==> src/hdl/pfrc_pkg.sv <==
// Shared constants and types for the packed-float / RGBE pixel converter.
package pfrc_pkg;

  localparam int          E_BIAS      = 127 - 15;
  localparam logic [31:0] NO_EXP_WORD = 32'h7180_8080;
  localparam logic [9:0]  MAN_MASK    = 10'h3FF;
  localparam logic [10:0] HIDDEN_BIT  = 11'h400;
  localparam logic [4:0]  EXP_MAX     = 5'd30;
  localparam logic [4:0]  EXP_INF     = 5'd31;

  localparam logic DIR_TO_RGBE   = 1'b0;
  localparam logic DIR_TO_PACKED = 1'b1;

  typedef struct packed {
    logic        dir;
    logic [31:0] pixel;
  } pfrc_item_t;

endpackage

==> src/hdl/pfrc_to_rgbe.sv <==
// Packed R11G11B10 float word to shared-exponent RGBE word, combinational.
module pfrc_to_rgbe (
  input  logic [31:0] pixel,
  output logic [31:0] rgbe
);
  import pfrc_pkg::*;

  function automatic logic [4:0] usable_exp(input logic [4:0] e);
    return (e != EXP_INF) ? e : 5'd0;
  endfunction

  function automatic logic [7:0] chan_byte(input logic [4:0] e, input logic [9:0] m,
                                           input logic [4:0] em);
    logic [5:0]  lim;
    logic [5:0]  sh;
    logic [10:0] shifted;
    lim     = {1'b0, em} + 6'd3;
    sh      = (lim >= {1'b0, e}) ? (lim - {1'b0, e}) : 6'd0;
    shifted = (HIDDEN_BIT | {1'b0, m}) >> sh;
    return (sh >= 6'd11) ? 8'd0 : shifted[7:0];
  endfunction

  logic [4:0] exp_r, exp_g, exp_b;
  logic [9:0] man_r, man_g, man_b;
  logic [4:0] use_r, use_g, use_b;
  logic [4:0] max_rg, exp_shared;
  logic [7:0] exp_byte;

  // Widen each field: exponent on top, low mantissa bits refilled from the field top.
  assign exp_r = pixel[10:6];
  assign man_r = {pixel[5:0], pixel[10:7]};
  assign exp_g = pixel[21:17];
  assign man_g = {pixel[16:11], pixel[21:18]};
  assign exp_b = pixel[31:27];
  assign man_b = {pixel[26:22], pixel[31:27]};

  assign use_r      = usable_exp(exp_r);
  assign use_g      = usable_exp(exp_g);
  assign use_b      = usable_exp(exp_b);
  assign max_rg     = (use_g > use_r) ? use_g : use_r;
  assign exp_shared = (use_b > max_rg) ? use_b : max_rg;
  assign exp_byte   = {3'd0, exp_shared} + 8'(E_BIAS);

  always_comb begin
    if (exp_shared == 5'd0) begin
      rgbe = NO_EXP_WORD;
    end else begin
      rgbe = {exp_byte,
              chan_byte(exp_b, man_b, exp_shared),
              chan_byte(exp_g, man_g, exp_shared),
              chan_byte(exp_r, man_r, exp_shared)};
    end
  end

endmodule

==> src/hdl/pfrc_to_packed.sv <==
// RGBE word to packed R11G11B10 float word, combinational.
module pfrc_to_packed (
  input  logic [31:0] rgbe,
  output logic [31:0] pixel
);
  import pfrc_pkg::*;

  function automatic logic [2:0] lzc8(input logic [7:0] b);
    logic [2:0] cnt;
    logic       found;
    cnt   = 3'd0;
    found = 1'b0;
    for (int i = 7; i >= 0; i--) begin
      if (!found && b[i]) begin
        found = 1'b1;
        cnt   = 3'(7 - i);
      end
    end
    return cnt;
  endfunction

  // Returns exponent (14:10) and mantissa (9:0) of one channel.
  function automatic logic [14:0] chan15(input logic [7:0] b, input logic [7:0] eb);
    logic [2:0]        lz;
    logic [7:0]        bn;
    logic signed [9:0] e;
    lz = lzc8(b);
    bn = b << lz;
    e  = signed'({2'b00, eb}) - signed'(10'(E_BIAS)) - signed'({7'd0, lz});
    if (b == 8'd0 || e < 10'sd1) begin
      return 15'd0;
    end else if (e > signed'({5'd0, EXP_MAX})) begin
      return {EXP_MAX, MAN_MASK};
    end else begin
      return {e[4:0], bn[6:0], 3'b000};
    end
  endfunction

  logic [14:0] ch_r, ch_g, ch_b;

  assign ch_r = chan15(rgbe[7:0],   rgbe[31:24]);
  assign ch_g = chan15(rgbe[15:8],  rgbe[31:24]);
  assign ch_b = chan15(rgbe[23:16], rgbe[31:24]);

  // Truncate into the packed fields.
  assign pixel = {ch_b[14:5], ch_g[14:4], ch_r[14:4]};

endmodule

==> src/hdl/packed_float_rgbe_convert.sv <==
// Top level of the packed-float / RGBE pixel converter with handshake and config.
// Each accepted pixel passes through the input register and then the result register.
// Throughput: one pixel per cycle unless out_ready stalls; both conversions are single-pass
//   logic between the input and result registers, and ready propagates back through both.
// Reset (rst, synchronous, active high): empties both stages and sets direction to 0.
// Configuration is always ready; direction rides along with each captured pixel.
module packed_float_rgbe_convert (
  input  logic        clk,
  input  logic        rst,
  input  logic        cfg_valid,
  output logic        cfg_ready,
  input  logic        direction,
  input  logic        in_valid,
  output logic        in_ready,
  input  logic [31:0] pixel_in,
  output logic        out_valid,
  input  logic        out_ready,
  output logic [31:0] pixel_out
);
  import pfrc_pkg::*;

  logic                 dir_mode;
  logic                 s1_valid;
  pfrc_pkg::pfrc_item_t s1_item;
  logic                 s1_advance;
  logic                 out_advance;
  logic [31:0]          rgbe_word;
  logic [31:0]          packed_word;
  logic [31:0]          result_next;

  // Config writes are accepted in any cycle; only bit 0 matters.
  assign cfg_ready = 1'b1;

  // Advance the result register when it is empty or being drained this cycle;
  // advance the input register when it is empty or moving into the result register.
  assign out_advance = !out_valid || out_ready;
  assign s1_advance  = !s1_valid || out_advance;
  assign in_ready    = s1_advance;

  pfrc_to_rgbe u_to_rgbe (
    .pixel (s1_item.pixel),
    .rgbe  (rgbe_word)
  );

  pfrc_to_packed u_to_packed (
    .rgbe  (s1_item.pixel),
    .pixel (packed_word)
  );

  // Pick the conversion the item was captured with.
  assign result_next = (s1_item.dir == DIR_TO_PACKED) ? packed_word : rgbe_word;

  always_ff @(posedge clk) begin
    if (rst) begin
      dir_mode  <= DIR_TO_RGBE;
      s1_valid  <= 1'b0;
      out_valid <= 1'b0;
    end else begin
      if (cfg_valid && cfg_ready) begin
        dir_mode <= direction;
      end
      if (s1_advance) begin
        s1_valid <= in_valid;
      end
      if (out_advance) begin
        out_valid <= s1_valid;
      end
    end
  end

  // Payload registers: no reset, load on advance only.
  always_ff @(posedge clk) begin
    if (in_valid && s1_advance) begin
      s1_item.dir   <= dir_mode;
      s1_item.pixel <= pixel_in;
    end
    if (s1_valid && out_advance) begin
      pixel_out <= result_next;
    end
  end

  // An accepted transaction lands in the input register.
  a_in_capture: assert property (@(posedge clk) disable iff (rst)
    in_valid && in_ready |=> s1_valid)
    else $error("accepted pixel did not enter the input register");

  // A pixel moving forward shows up as a result carrying its conversion.
  a_out_data: assert property (@(posedge clk) disable iff (rst)
    s1_valid && out_advance |=> out_valid && pixel_out == $past(result_next))
    else $error("result register does not hold the converted pixel");

  // A full pipeline behind a stalled output must stop taking input.
  a_backpressure: assert property (@(posedge clk) disable iff (rst)
    out_valid && !out_ready && s1_valid |-> !in_ready)
    else $error("input accepted while both stages are full and stalled");

  // A config write takes effect on the next cycle.
  a_cfg_write: assert property (@(posedge clk) disable iff (rst)
    cfg_valid && cfg_ready |=> dir_mode == $past(direction))
    else $error("direction register not updated by config write");

endmodule

==> config.mk <==
export PLATFORM = sky130hd
export DESIGN_NAME = packed_float_rgbe_convert
export DESIGN_NICKNAME = d
export VERILOG_FILES = /design/src/hdl/pfrc_pkg.sv /design/src/hdl/pfrc_to_rgbe.sv /design/src/hdl/pfrc_to_packed.sv /design/src/hdl/packed_float_rgbe_convert.sv
export SDC_FILE = /design/constraint.sdc
export NUM_CORES = 1
export LEC_CHECK = 0
export BUFFER_PORTS_ARGS = -buffer_cell sky130_fd_sc_hd__buf_4
export CORE_MARGIN = 1
export CORE_UTILIZATION = 40
export CTS_BUF_LIST = sky130_fd_sc_hd__clkbuf_4 sky130_fd_sc_hd__clkbuf_8 sky130_fd_sc_hd__clkbuf_16
export CTS_CLUSTER_DIAMETER = 50
export DETAILED_ROUTE_END_ITERATION = 12
export PLACE_DENSITY = 0.69
export SKIP_CTS_REPAIR_TIMING = 1
export SYNTH_ARGS = -nofsm -noshare
export SYNTH_HDL_FRONTEND = slang
export SYNTH_HIERARCHICAL = 1
export SYNTH_SLANG_ARGS = --single-unit
==> constraint.sdc <==
create_clock -name clk -period 15.2 [get_ports clk]
set_input_delay 3.8 -clock clk [delete_from_list [all_inputs] [get_ports clk]]
set_output_delay 3.8 -clock clk [all_outputs]
set_load 0.1 [all_outputs]
### After elaboration in Yosys (flattened, before gate mapping)

Cells that the tools add are included.

* flip-flop bits (word level): 68
* latch bits: 0
* RAM bits: 0
* memory bits (read-only): 0
* input bits: 38
* word-level logic and storage cells: 154
* memories: 0

* add/sub/neg operators: 9
* $mul: 0
* divide/modulo/power cells: 0
* magnitude comparators: 14
* eq/ne operators: 3
* shifts and indexed selects: 6
* muxes and demuxes: 61
* bitwise operators: 0
* reductions and logical operators: 55

Operator list (number)
* $mux W15: 6
* $mux W32: 2
* $mux W3: 14
* $shr A11 B6 Y8: 3
* $gt A10 B6 Y1 const B: 3
* $lt A10 B2 Y1 const B: 3
* $sub A10 B4 Y10: 3
* $mux W5: 5
* $logic_not A8 Y1: 3
* $mux W1: 24
* $mux W8: 3
* $shl A8 B3 Y7: 3
* $logic_and A1 B1 Y1: 23
* $logic_not A1 Y1: 23
* $ge A6 B4 Y1 const B: 3
* $ge A6 B5 Y1: 3
* $mux W6: 3
* $sub A6 B5 Y6: 3
* $ne A5 B5 Y1 const B: 3
* $gt A5 B5 Y1: 2
* $sub A8 B7 Y9 const B: 1
* $add A5 B7 Y8 const B: 1
* $mux W2: 4
* $add A5 B2 Y6 const B: 1
* other kinds (2): 6

### Depth between registers and ports, before layout

Gate-level depths: netlist (run 1).

* depth after elaboration: 27
* mapped depth: 31

### Cells and area by module

The synthesis (run 1) kept the hierarchy.

By module, submodules not included
* pfrc_to_rgbe: instances 1, cells an instance 451, area an instance 3121.7 µm²
* packed_float_rgbe_convert: instances 1, cells an instance 116, area an instance 2625.0 µm²
* pfrc_to_packed: instances 1, cells an instance 306, area an instance 1958.1 µm²

### Worst setup path after synthesis (run 1)

Ideal clock, no wire load.

* kind: input to output
* start point: in out_ready
* end point: out in_ready
* data arrival time: 4621 ps
* required time: 11400 ps
* setup slack: 6778 ps
* stages: 1
* path through: nand3b_1

* cells in the longest elaborated chain, start to end: 2

Ends and longest elaborated chain
* from (decl): line packed_float_rgbe_convert.sv:17 `input logic out_ready,`
* $logic_or A1 B1 Y1: line packed_float_rgbe_convert.sv:36 `assign out_advance = !out_valid || out_ready;`
* $logic_or A1 B1 Y1: line packed_float_rgbe_convert.sv:37 `assign s1_advance = !s1_valid || out_advance;`
* to (decl): line packed_float_rgbe_convert.sv:14 `output logic in_ready,`

No other way between the ends.

### Final worst setup path (run 1)

Ends and elaborated chain as after synthesis.

==> impl_metrics.prom, run 1 <==
# TYPE chip_impl_metric gauge
chip_impl_info{name="run_status",value="finished, final reports clean"} 1
chip_impl_info{name="ys.flop_type",value="edfxtp_1"} 1
chip_impl_metric{name="final-max-slew-violation-count",unit=""} 0
chip_impl_info{name="critPathLaunch",value="out_ready"} 1
chip_impl_metric{name="hpwl_after_detailed_placement",unit="µm"} 15480
chip_impl_metric{name="post-synth-top-area-fraction",unit="%"} 25.33
chip_impl_metric{name="critical_path_buf_inv_count",unit=""} 2
chip_impl_metric{name="placement.setup.worst_slack",unit="ns"} 7.061
chip_impl_info{name="synth_area_leader_cell",value="edfxtp_1"} 1
chip_impl_metric{name="avg_wl_per_cell",unit="µm"} 18.05
chip_impl_metric{name="cts-root-to-sink-buffers",unit=""} 2
chip_impl_metric{name="timing.reg2reg.worst_path_depth",unit=""} 27
chip_impl_metric{name="layout-drive-gt1-share",unit="%"} 18.22
chip_impl_metric{name="grt_first_pass_wirelength",unit="µm"} 32800
chip_impl_metric{name="count_of_cell_instances_traversed_by_the_critical_path",unit=""} 3
chip_impl_info{name="worstReg2RegEnd",value="pixel_out[20]"} 1
chip_impl_metric{name="synth-simple-area-share",unit="%"} 18.40
chip_impl_metric{name="ys.warnings.count",unit=""} 6
chip_impl_metric{name="tightestPinTransition",unit="ns"} 1.079
chip_impl_metric{name="timing.slew.headroom",unit="%"} 27.10
chip_impl_metric{name="cts.htree.levels",unit=""} 3
chip_impl_metric{name="timing.max_cap.violations",unit=""} 0
chip_impl_metric{name="worst_ep_required_time",unit="ns"} 11.40
chip_impl_info{name="min-delay-path-class",value="register to register"} 1
chip_impl_metric{name="power.share.switching",unit="%"} 50.55
chip_impl_metric{name="grt_use_total",unit="%"} 20.82
chip_impl_metric{name="cp_data_arrival_time",unit="ns"} 4.34
chip_impl_metric{name="met3_usage",unit="%"} 3.838
chip_impl_info{name="startpoint_of_the_lowest_slack_hold_path",value="dir_mode"} 1
chip_impl_metric{name="clk_latency",unit="ns"} 0.35
chip_impl_metric{name="dpl_cells",unit=""} 1140
chip_impl_info{name="layout.cells.most_common",value="buf_4"} 1
chip_impl_metric{name="clock-skew-final",unit="ns"} 0.008176
chip_impl_metric{name="flop_pwr_share",unit="%"} 15.8
chip_impl_metric{name="fp.dieH",unit="µm"} 140.8
chip_impl_metric{name="final-instance-count-excl-fill",unit=""} 1156
chip_impl_metric{name="worst_reg_to_reg_setup_slack",unit="ns"} 7.43
chip_impl_metric{name="detail_route.iter0.violations",unit=""} 772
chip_impl_metric{name="drc_errors",unit=""} 0
chip_impl_metric{name="cell_internal_pwr",unit="W"} 0.0008668
chip_impl_metric{name="yosys_register_bits",unit=""} 68
chip_impl_metric{name="p_leak",unit="nW"} 3.487
chip_impl_metric{name="numClockSinks",unit=""} 68
chip_impl_metric{name="nNetsFinal",unit=""} 997
chip_impl_metric{name="remaining_antenna_violation_count_after_routing",unit=""} 0
chip_impl_metric{name="number_of_antenna_violations_at_the_first_check_in_global_routing",unit=""} 0
chip_impl_metric{name="delay_of_the_slowest_cell_on_the_worst_path",unit="ns"} 0.25
chip_impl_metric{name="grt_pass1_vias",unit=""} 6418
chip_impl_info{name="top_library_cells_by_usage_in_the_layout_fill_and_taps_aside",value="77 x buf_4, 71 x nand2_1, 67 x a21oi_1"} 1
chip_impl_metric{name="start_util",unit="%"} 41.05
chip_impl_metric{name="ioPinCount",unit=""} 73
chip_impl_metric{name="routed_wl",unit="µm"} 20870
chip_impl_metric{name="power-per-cell-area",unit="nW/µm²"} 204.8
chip_impl_info{name="worst_path_dominant_cell_family",value="buffers and inverters"} 1
chip_impl_metric{name="std_cell_rows",unit=""} 50
chip_impl_metric{name="finalWorstSetupSlack",unit="ns"} 7.061
chip_impl_metric{name="async_reset_ff_share",unit="%"} 0
chip_impl_metric{name="fillerInstances",unit=""} 1828
chip_impl_metric{name="cp_max_fo",unit=""} 3
chip_impl_metric{name="synth_area",unit="µm²"} 7705
chip_impl_metric{name="area_grow_syn2layout",unit="%"} 11.06
chip_impl_metric{name="peak_freq",unit="MHz"} 122.9
chip_impl_metric{name="met1_usage",unit="%"} 28.58
chip_impl_info{name="critical_path.slowest_cell",value="buf_4"} 1
chip_impl_metric{name="timing_hold_violations_final",unit=""} 0
chip_impl_metric{name="grt_overflow_total",unit=""} 0
chip_impl_metric{name="power.ir.vdd_worst",unit="mV"} 0.07582
chip_impl_metric{name="edff_count_synth",unit=""} 65
chip_impl_metric{name="cts_made_buffers",unit=""} 9
chip_impl_info{name="rr_startpoint",value="s1_item[7]"} 1
chip_impl_metric{name="final.min_clock_period",unit="ns"} 8.139
chip_impl_metric{name="synth_xor_area_share",unit="%"} 2.273
chip_impl_metric{name="routabilityCongestion",unit=""} 0.9298
chip_impl_metric{name="path_clk_slew",unit="ns"} 0.05
chip_impl_metric{name="syn-num-nets",unit=""} 953
chip_impl_info{name="clock_tree_from_tritoncts",value="yes"} 1
chip_impl_info{name="grt-busiest-layer",value="met2"} 1
chip_impl_metric{name="synth.yosys.seq_area_share",unit="%"} 26.11
chip_impl_metric{name="largest_net_degree_at_the_start_of_global_routing",unit=""} 34
chip_impl_metric{name="detailroute.via_count",unit=""} 7123
chip_impl_info{name="grt_setup_unrepaired",value="no"} 1
chip_impl_info{name="critical_path.endpoint",value="in_ready"} 1
chip_impl_metric{name="die_width",unit="µm"} 140.8
chip_impl_metric{name="synth.avg_cell_area",unit="µm²"} 8.826
chip_impl_metric{name="n_antenna_cell",unit=""} 0
chip_impl_metric{name="finalCritPeriodShare",unit="%"} 53.54
chip_impl_info{name="cp_common_cell",value="buf_4"} 1
chip_impl_metric{name="die_area",unit="µm²"} 19820
chip_impl_metric{name="synth-adder-area-share",unit="%"} 7.405
chip_impl_info{name="synthTopCellsByArea",value="edfxtp_1 25%, mux2_4 6.2%, ha_1 5.8%"} 1
chip_impl_info{name="critical_path.endpoint_type",value="output pin"} 1
chip_impl_metric{name="core_region_area",unit="µm²"} 18770
chip_impl_info{name="cp-start-kind",value="primary input"} 1
chip_impl_metric{name="post_synth_mux_area_share",unit="%"} 9.630
chip_impl_metric{name="io_buffers",unit=""} 71
chip_impl_metric{name="syn_inst_count",unit=""} 873
chip_impl_info{name="crit_path_cell_trace",value="buf_4 > nand3b_1 > buf_4"} 1
chip_impl_metric{name="vias_per_cell",unit=""} 6.162
chip_impl_metric{name="clockPowerShare",unit="%"} 12.5
chip_impl_metric{name="share_comb_of_total_power",unit="%"} 71.7
chip_impl_info{name="critPathKind",value="primary input to output pin"} 1
chip_impl_metric{name="setup-tns-final",unit="ns"} 0
chip_impl_info{name="clk_root_buffer_cell",value="clkbuf_16"} 1
chip_impl_metric{name="synth_compound_area_share",unit="%"} 28.56
chip_impl_metric{name="drt_pre_antenna_iters",unit=""} 5
chip_impl_metric{name="p_sw",unit="W"} 0.0008860
chip_impl_metric{name="finalSetupViolCount",unit=""} 0
chip_impl_metric{name="synth.distinct_cells",unit=""} 106
chip_impl_info{name="main_combinational_cell_family_by_area_after_synthesis",value="compound AO/OA/AOI/OAI gates"} 1
chip_impl_metric{name="grtUsageMet2",unit="%"} 32.81
==> per-layer routing <==
metal	wire length [µm]	part of all wire, %	up-vias
li1	-	-	3431
met1	9640	46	3336
met2	9378	45	328
met3	1431	6.9	28
met4	415	2.0	0
met5	0	0	-
==> worst min-delay path by stage <==
| stage | cells past startpoint | slack (ns) | to |
|---|---|---|---|
| after floorplan | 0 | 0.41 | s1_item[32] |
| after global placement | 0 | 0.42 | s1_item[32] |
| after detailed placement | 0 | 0.42 | s1_item[32] |
| after CTS | 0 | 0.43 | s1_item[32] |
| after global routing | 0 | 0.45 | s1_item[32] |
| final | 0 | 0.43 | s1_item[32] |
==> cell families after synthesis <==
kind of cell    count (synthesis)
compound gates                303
simple gates                  274
buf+inv                       110
flops                          68
mux                            55
fa+ha+maj                      42
xor+xnor                       20
other cells                     1
==> cells in the mapped netlist (6+ instances only) <==
| library cell | n |
|---|---|
| a221oi_1 | 8 |
| mux2i_1 | 16 |
| nand4_1 | 15 |
| o21ai_0 | 45 |
| nor2_1 | 65 |
| xnor2_1 | 14 |
| clkbuf_1 | 12 |
| a31oi_1 | 24 |
| nand2_1 | 71 |
| inv_1 | 64 |
| edfxtp_1 | 65 |
| a22oi_1 | 7 |
| o31ai_1 | 14 |
| a211o_1 | 12 |
| o22ai_1 | 6 |
| a21oi_1 | 67 |
| xor2_1 | 6 |
| a21o_1 | 8 |
| ha_1 | 36 |
| o31a_1 | 7 |
| buf_4 | 11 |
| and3_1 | 9 |
| nand3_1 | 14 |
| nand2b_1 | 18 |
| fa_1 | 6 |
| nor4_1 | 7 |
| a211oi_1 | 13 |
| buf_2 | 8 |
| nor3_1 | 19 |
| mux2_4 | 32 |
| nor2b_1 | 12 |
| o211ai_1 | 7 |
| a22o_1 | 8 |
==> worst register-to-register path, cell delays in order, from the launching register on <==
cell	delay, ns
edfxtp_1	0.81
inv_1	0.20
o41a_1	0.49
ha_1	0.29
and3_1	0.13
nand3_1	0.11
o21ai_4	0.14
mux2i_1	0.29
inv_1	0.07
ha_1	0.29
and4_1	0.19
a21oi_1	0.14
o31a_1	0.34
mux2_2	0.41
ha_1	0.43
inv_1	0.15
ha_1	0.30
nor2b_1	0.13
o21ai_0	0.20
a21oi_1	0.12
o21ai_0	0.23
nor2b_1	0.26
nand4_1	0.13
a21oi_1	0.77
a22o_1	0.36
mux2i_1	0.13
o31ai_1	0.32
mux2_4	0.21
==> layout make-up <==
cell class / count / area [µm²] / area share (%)
clock buffers: 9 / 225.2 / 2.632
clock inverters: 7 / 81.33 / 0.9504
inverters: 66 / 257.7 / 3.012
multi-input cells: 695 / 5110 / 59.72
flip-flops and latches: 68 / 2012 / 23.51
well taps: 234 / 292.8 / 3.422
repair buffers: 77 / 578.1 / 6.755
==> state kept, by name (all words and copies together), names as in the netlist <==
| register | flops |
|---|---|
| out_valid | 1 |
| s1_item | 33 |
| dir_mode | 1 |
| pixel_out | 32 |
| s1_valid | 1 |
==> power groups by stage <==
stage | sequential, W | clock [W] | combinational, W
after global placement | 0.000280 | 0 | 0.00122
after floorplan | 0.000408 | 0 | 0.000878
after CTS | 0.000277 | 0.000225 | 0.00123
final | 0.000277 | 0.000220 | 0.00126
after global routing | 0.000280 | 0.000232 | 0.00135
after detailed placement | 0.000280 | 0 | 0.00122
==> stage by stage <==
step           hold WS [ns]  instance area, µm²  util (%)  power, W
4_1_cts              0.4349                8557     45.59  0.001731
5_1_grt              0.4466                8557     45.59  0.001858
3_5_place_dp         0.4222                8250     43.96  0.001505
3_3_place_gp         0.4188                8250     43.96  0.001499
2_1_floorplan        0.4076                7705         -  0.001285
6_report             0.4321                8557     45.59  0.001753
(Power assumes the default switching activity.)
==> run 2: changes to the inputs <==
- PLACE_DENSITY: 0.69 -> 0.71
- clock period: 15.2 -> 7.2 ns (I/O delays scaled with it)
==> run 2 against run 1 <==
Clock-buffer cell count up 5. Via count up 3.5%. Register-to-register slack worse by 7.0 ns. Cell area up 2.1%. Non-clock buffer count up 24. Highest routed layer unchanged. Worst setup slack worse by 6.6 ns. First-iteration DRC count up 1.6%.
==> impl_metrics.prom, run 2 (synthesis results as in run 1) <==
# TYPE chip_impl_metric gauge
chip_impl_info{name="run_status",value="finished, final reports clean"} 1
chip_impl_metric{name="cp_max_fo",unit=""} 12
chip_impl_metric{name="power.ir.vdd_worst",unit="mV"} 0.1708
chip_impl_info{name="critPathLaunch",value="s1_item[7]"} 1
chip_impl_metric{name="finalCritPeriodShare",unit="%"} 94.21
chip_impl_metric{name="detail_route.iter0.violations",unit=""} 784
chip_impl_info{name="layout.cells.most_common",value="buf_4"} 1
chip_impl_info{name="grt_setup_unrepaired",value="no"} 1
chip_impl_info{name="clk_root_buffer_cell",value="clkbuf_16"} 1
chip_impl_metric{name="finalSetupViolCount",unit=""} 0
chip_impl_metric{name="layout-drive-gt1-share",unit="%"} 20.82
chip_impl_metric{name="detailroute.via_count",unit=""} 7371
chip_impl_metric{name="routed_wl",unit="µm"} 21710
chip_impl_metric{name="drc_errors",unit=""} 0
chip_impl_info{name="cp-start-kind",value="register"} 1
chip_impl_metric{name="final-max-slew-violation-count",unit=""} 0
chip_impl_metric{name="drt_pre_antenna_iters",unit=""} 6
chip_impl_info{name="top_library_cells_by_usage_in_the_layout_fill_and_taps_aside",value="101 x buf_4, 71 x nand2_1, 67 x a21oi_1"} 1
chip_impl_info{name="max_flop_register",value="s1_item"} 1
chip_impl_metric{name="grt_use_total",unit="%"} 21.88
chip_impl_metric{name="placement.setup.worst_slack",unit="ns"} 0.2661
chip_impl_metric{name="delay_of_the_slowest_cell_on_the_worst_path",unit="ns"} 0.67
chip_impl_info{name="cp_common_cell",value="ha_1"} 1
chip_impl_metric{name="numClockSinks",unit=""} 68
chip_impl_metric{name="path_clk_slew",unit="ns"} 0.06
chip_impl_metric{name="largest_net_degree_at_the_start_of_global_routing",unit=""} 34
chip_impl_metric{name="number_of_antenna_violations_at_the_first_check_in_global_routing",unit=""} 0
chip_impl_info{name="rr_startpoint",value="s1_item[7]"} 1
chip_impl_metric{name="grt_pass1_vias",unit=""} 6749
chip_impl_metric{name="final-instance-count-excl-fill",unit=""} 1180
chip_impl_info{name="critPathKind",value="register to register"} 1
chip_impl_metric{name="number_of_flip_flops_under_the_largest_register_name",unit=""} 33
chip_impl_metric{name="worst_ep_required_time",unit="ns"} 7.42
chip_impl_metric{name="core_region_area",unit="µm²"} 18770
chip_impl_metric{name="std_cell_rows",unit=""} 50
chip_impl_info{name="critical_path.endpoint_type",value="register"} 1
chip_impl_info{name="min-delay-path-class",value="register to register"} 1
chip_impl_metric{name="io_buffers",unit=""} 71
chip_impl_metric{name="start_util",unit="%"} 41.05
chip_impl_metric{name="cts_made_buffers",unit=""} 9
chip_impl_info{name="crit_path_cell_trace",value="inv_1 > o41a_1 > ha_1 > and3_1 > nand3_1 > o21ai_4 > mux2_4 > ha_1 > and4_1 > a21oi_1 > o31a_1 > mux2_2 > ha_1 > nor3_1 > xnor2_1 > ha_1 > a21o_1 > a31oi_1 > o31a_1 > nor2_1 > o21ai_0 > a31o_2 > a221oi_2 > mux2_4"} 1
chip_impl_metric{name="cts-root-to-sink-buffers",unit=""} 2
chip_impl_metric{name="fp.dieH",unit="µm"} 140.8
chip_impl_metric{name="remaining_antenna_violation_count_after_routing",unit=""} 0
chip_impl_metric{name="routabilityCongestion",unit=""} 0.9643
chip_impl_metric{name="nNetsFinal",unit=""} 1021
chip_impl_info{name="critical_path.slowest_cell",value="nor2_1"} 1
chip_impl_metric{name="p_leak",unit="nW"} 3.605
chip_impl_info{name="clock_tree_from_tritoncts",value="yes"} 1
chip_impl_metric{name="die_width",unit="µm"} 140.8
chip_impl_metric{name="n_antenna_cell",unit=""} 0
chip_impl_metric{name="finalWorstSetupSlack",unit="ns"} 0.4171
chip_impl_metric{name="timing.max_cap.violations",unit=""} 0
chip_impl_metric{name="critical_path_buf_inv_count",unit=""} 1
chip_impl_metric{name="area_grow_syn2layout",unit="%"} 13.40
chip_impl_metric{name="clk_latency",unit="ns"} 0.34
chip_impl_metric{name="die_area",unit="µm²"} 19820
chip_impl_metric{name="final.min_clock_period",unit="ns"} 6.783
chip_impl_metric{name="timing.slew.headroom",unit="%"} 27.18
chip_impl_metric{name="dpl_cells",unit=""} 1158
chip_impl_metric{name="grt_overflow_total",unit=""} 0
chip_impl_info{name="worst_path_dominant_cell_family",value="compound AO/OA/AOI/OAI gates"} 1
chip_impl_metric{name="vias_per_cell",unit=""} 6.247
chip_impl_metric{name="power-per-cell-area",unit="nW/µm²"} 428.6
chip_impl_info{name="layout_top_registers",value="s1_item x33, pixel_out x32"} 1
chip_impl_metric{name="cp_data_arrival_time",unit="ns"} 7.00
chip_impl_metric{name="peak_freq",unit="MHz"} 147.4
chip_impl_metric{name="clock-skew-final",unit="ns"} 0.006034
chip_impl_metric{name="cts.htree.levels",unit=""} 3
chip_impl_metric{name="grt_first_pass_wirelength",unit="µm"} 34430
chip_impl_info{name="startpoint_of_the_lowest_slack_hold_path",value="dir_mode"} 1
chip_impl_metric{name="tightestPinTransition",unit="ns"} 1.078
chip_impl_metric{name="timing_hold_violations_final",unit=""} 0
chip_impl_metric{name="hpwl_after_detailed_placement",unit="µm"} 16550
chip_impl_metric{name="setup-tns-final",unit="ns"} 0
chip_impl_metric{name="avg_wl_per_cell",unit="µm"} 18.40
chip_impl_metric{name="ioPinCount",unit=""} 73
## run 2: layer usage
layer  vias to the layer above  share of wire, %  global-route usage [%]
li1                       3474                 -                       -
met1                      3496                43                   28.66
met2                       360                46                   35.22
met3                        41               8.3                   4.484
met4                         0               2.3                   8.696
met5                         -                 0                       0
## run 2: layout make-up
type	count	area, µm²
Clock buffer	14	275.3
Inverter	66	257.7
Timing Repair Buffer	101	758.2
Multi-Input combinational cell	695	5131
Sequential cell	68	2012
Fill cell	1823	10030
Clock inverter	2	10.01
Tap cell	234	292.8
## run 2: worst paths after layout
path                                      to  slack (ns)  depth (start not counted)
worst max register to register  pixel_out[0]        0.42                         24
worst min-delay path             s1_item[32]        0.44                          0
worst max-delay path            pixel_out[0]        0.42                         24
worst min register to register   s1_item[32]        0.44                          0
## run 2: through the flow
stage | power (W) | util [%] | hold slack (ns) | instance area (µm²)
after CTS | 0.003673 | 46.20 | 0.4364 | 8671
after global placement | 0.003218 | 44.68 | 0.4280 | 8386
after detailed placement | 0.003231 | 44.68 | 0.4224 | 8386
after floorplan | 0.002714 | - | 0.4076 | 7705
after global routing | 0.003984 | 46.55 | 0.4579 | 8737
final | 0.003745 | 46.55 | 0.4419 | 8737
## run 2: report_power, final
part | total (W) | internal, W | switching, W
registers | 0.000573 | 0.000533 | 0.0000407
logic | 0.00275 | 0.00104 | 0.00170
clock network | 0.000426 | 0.000262 | 0.000163
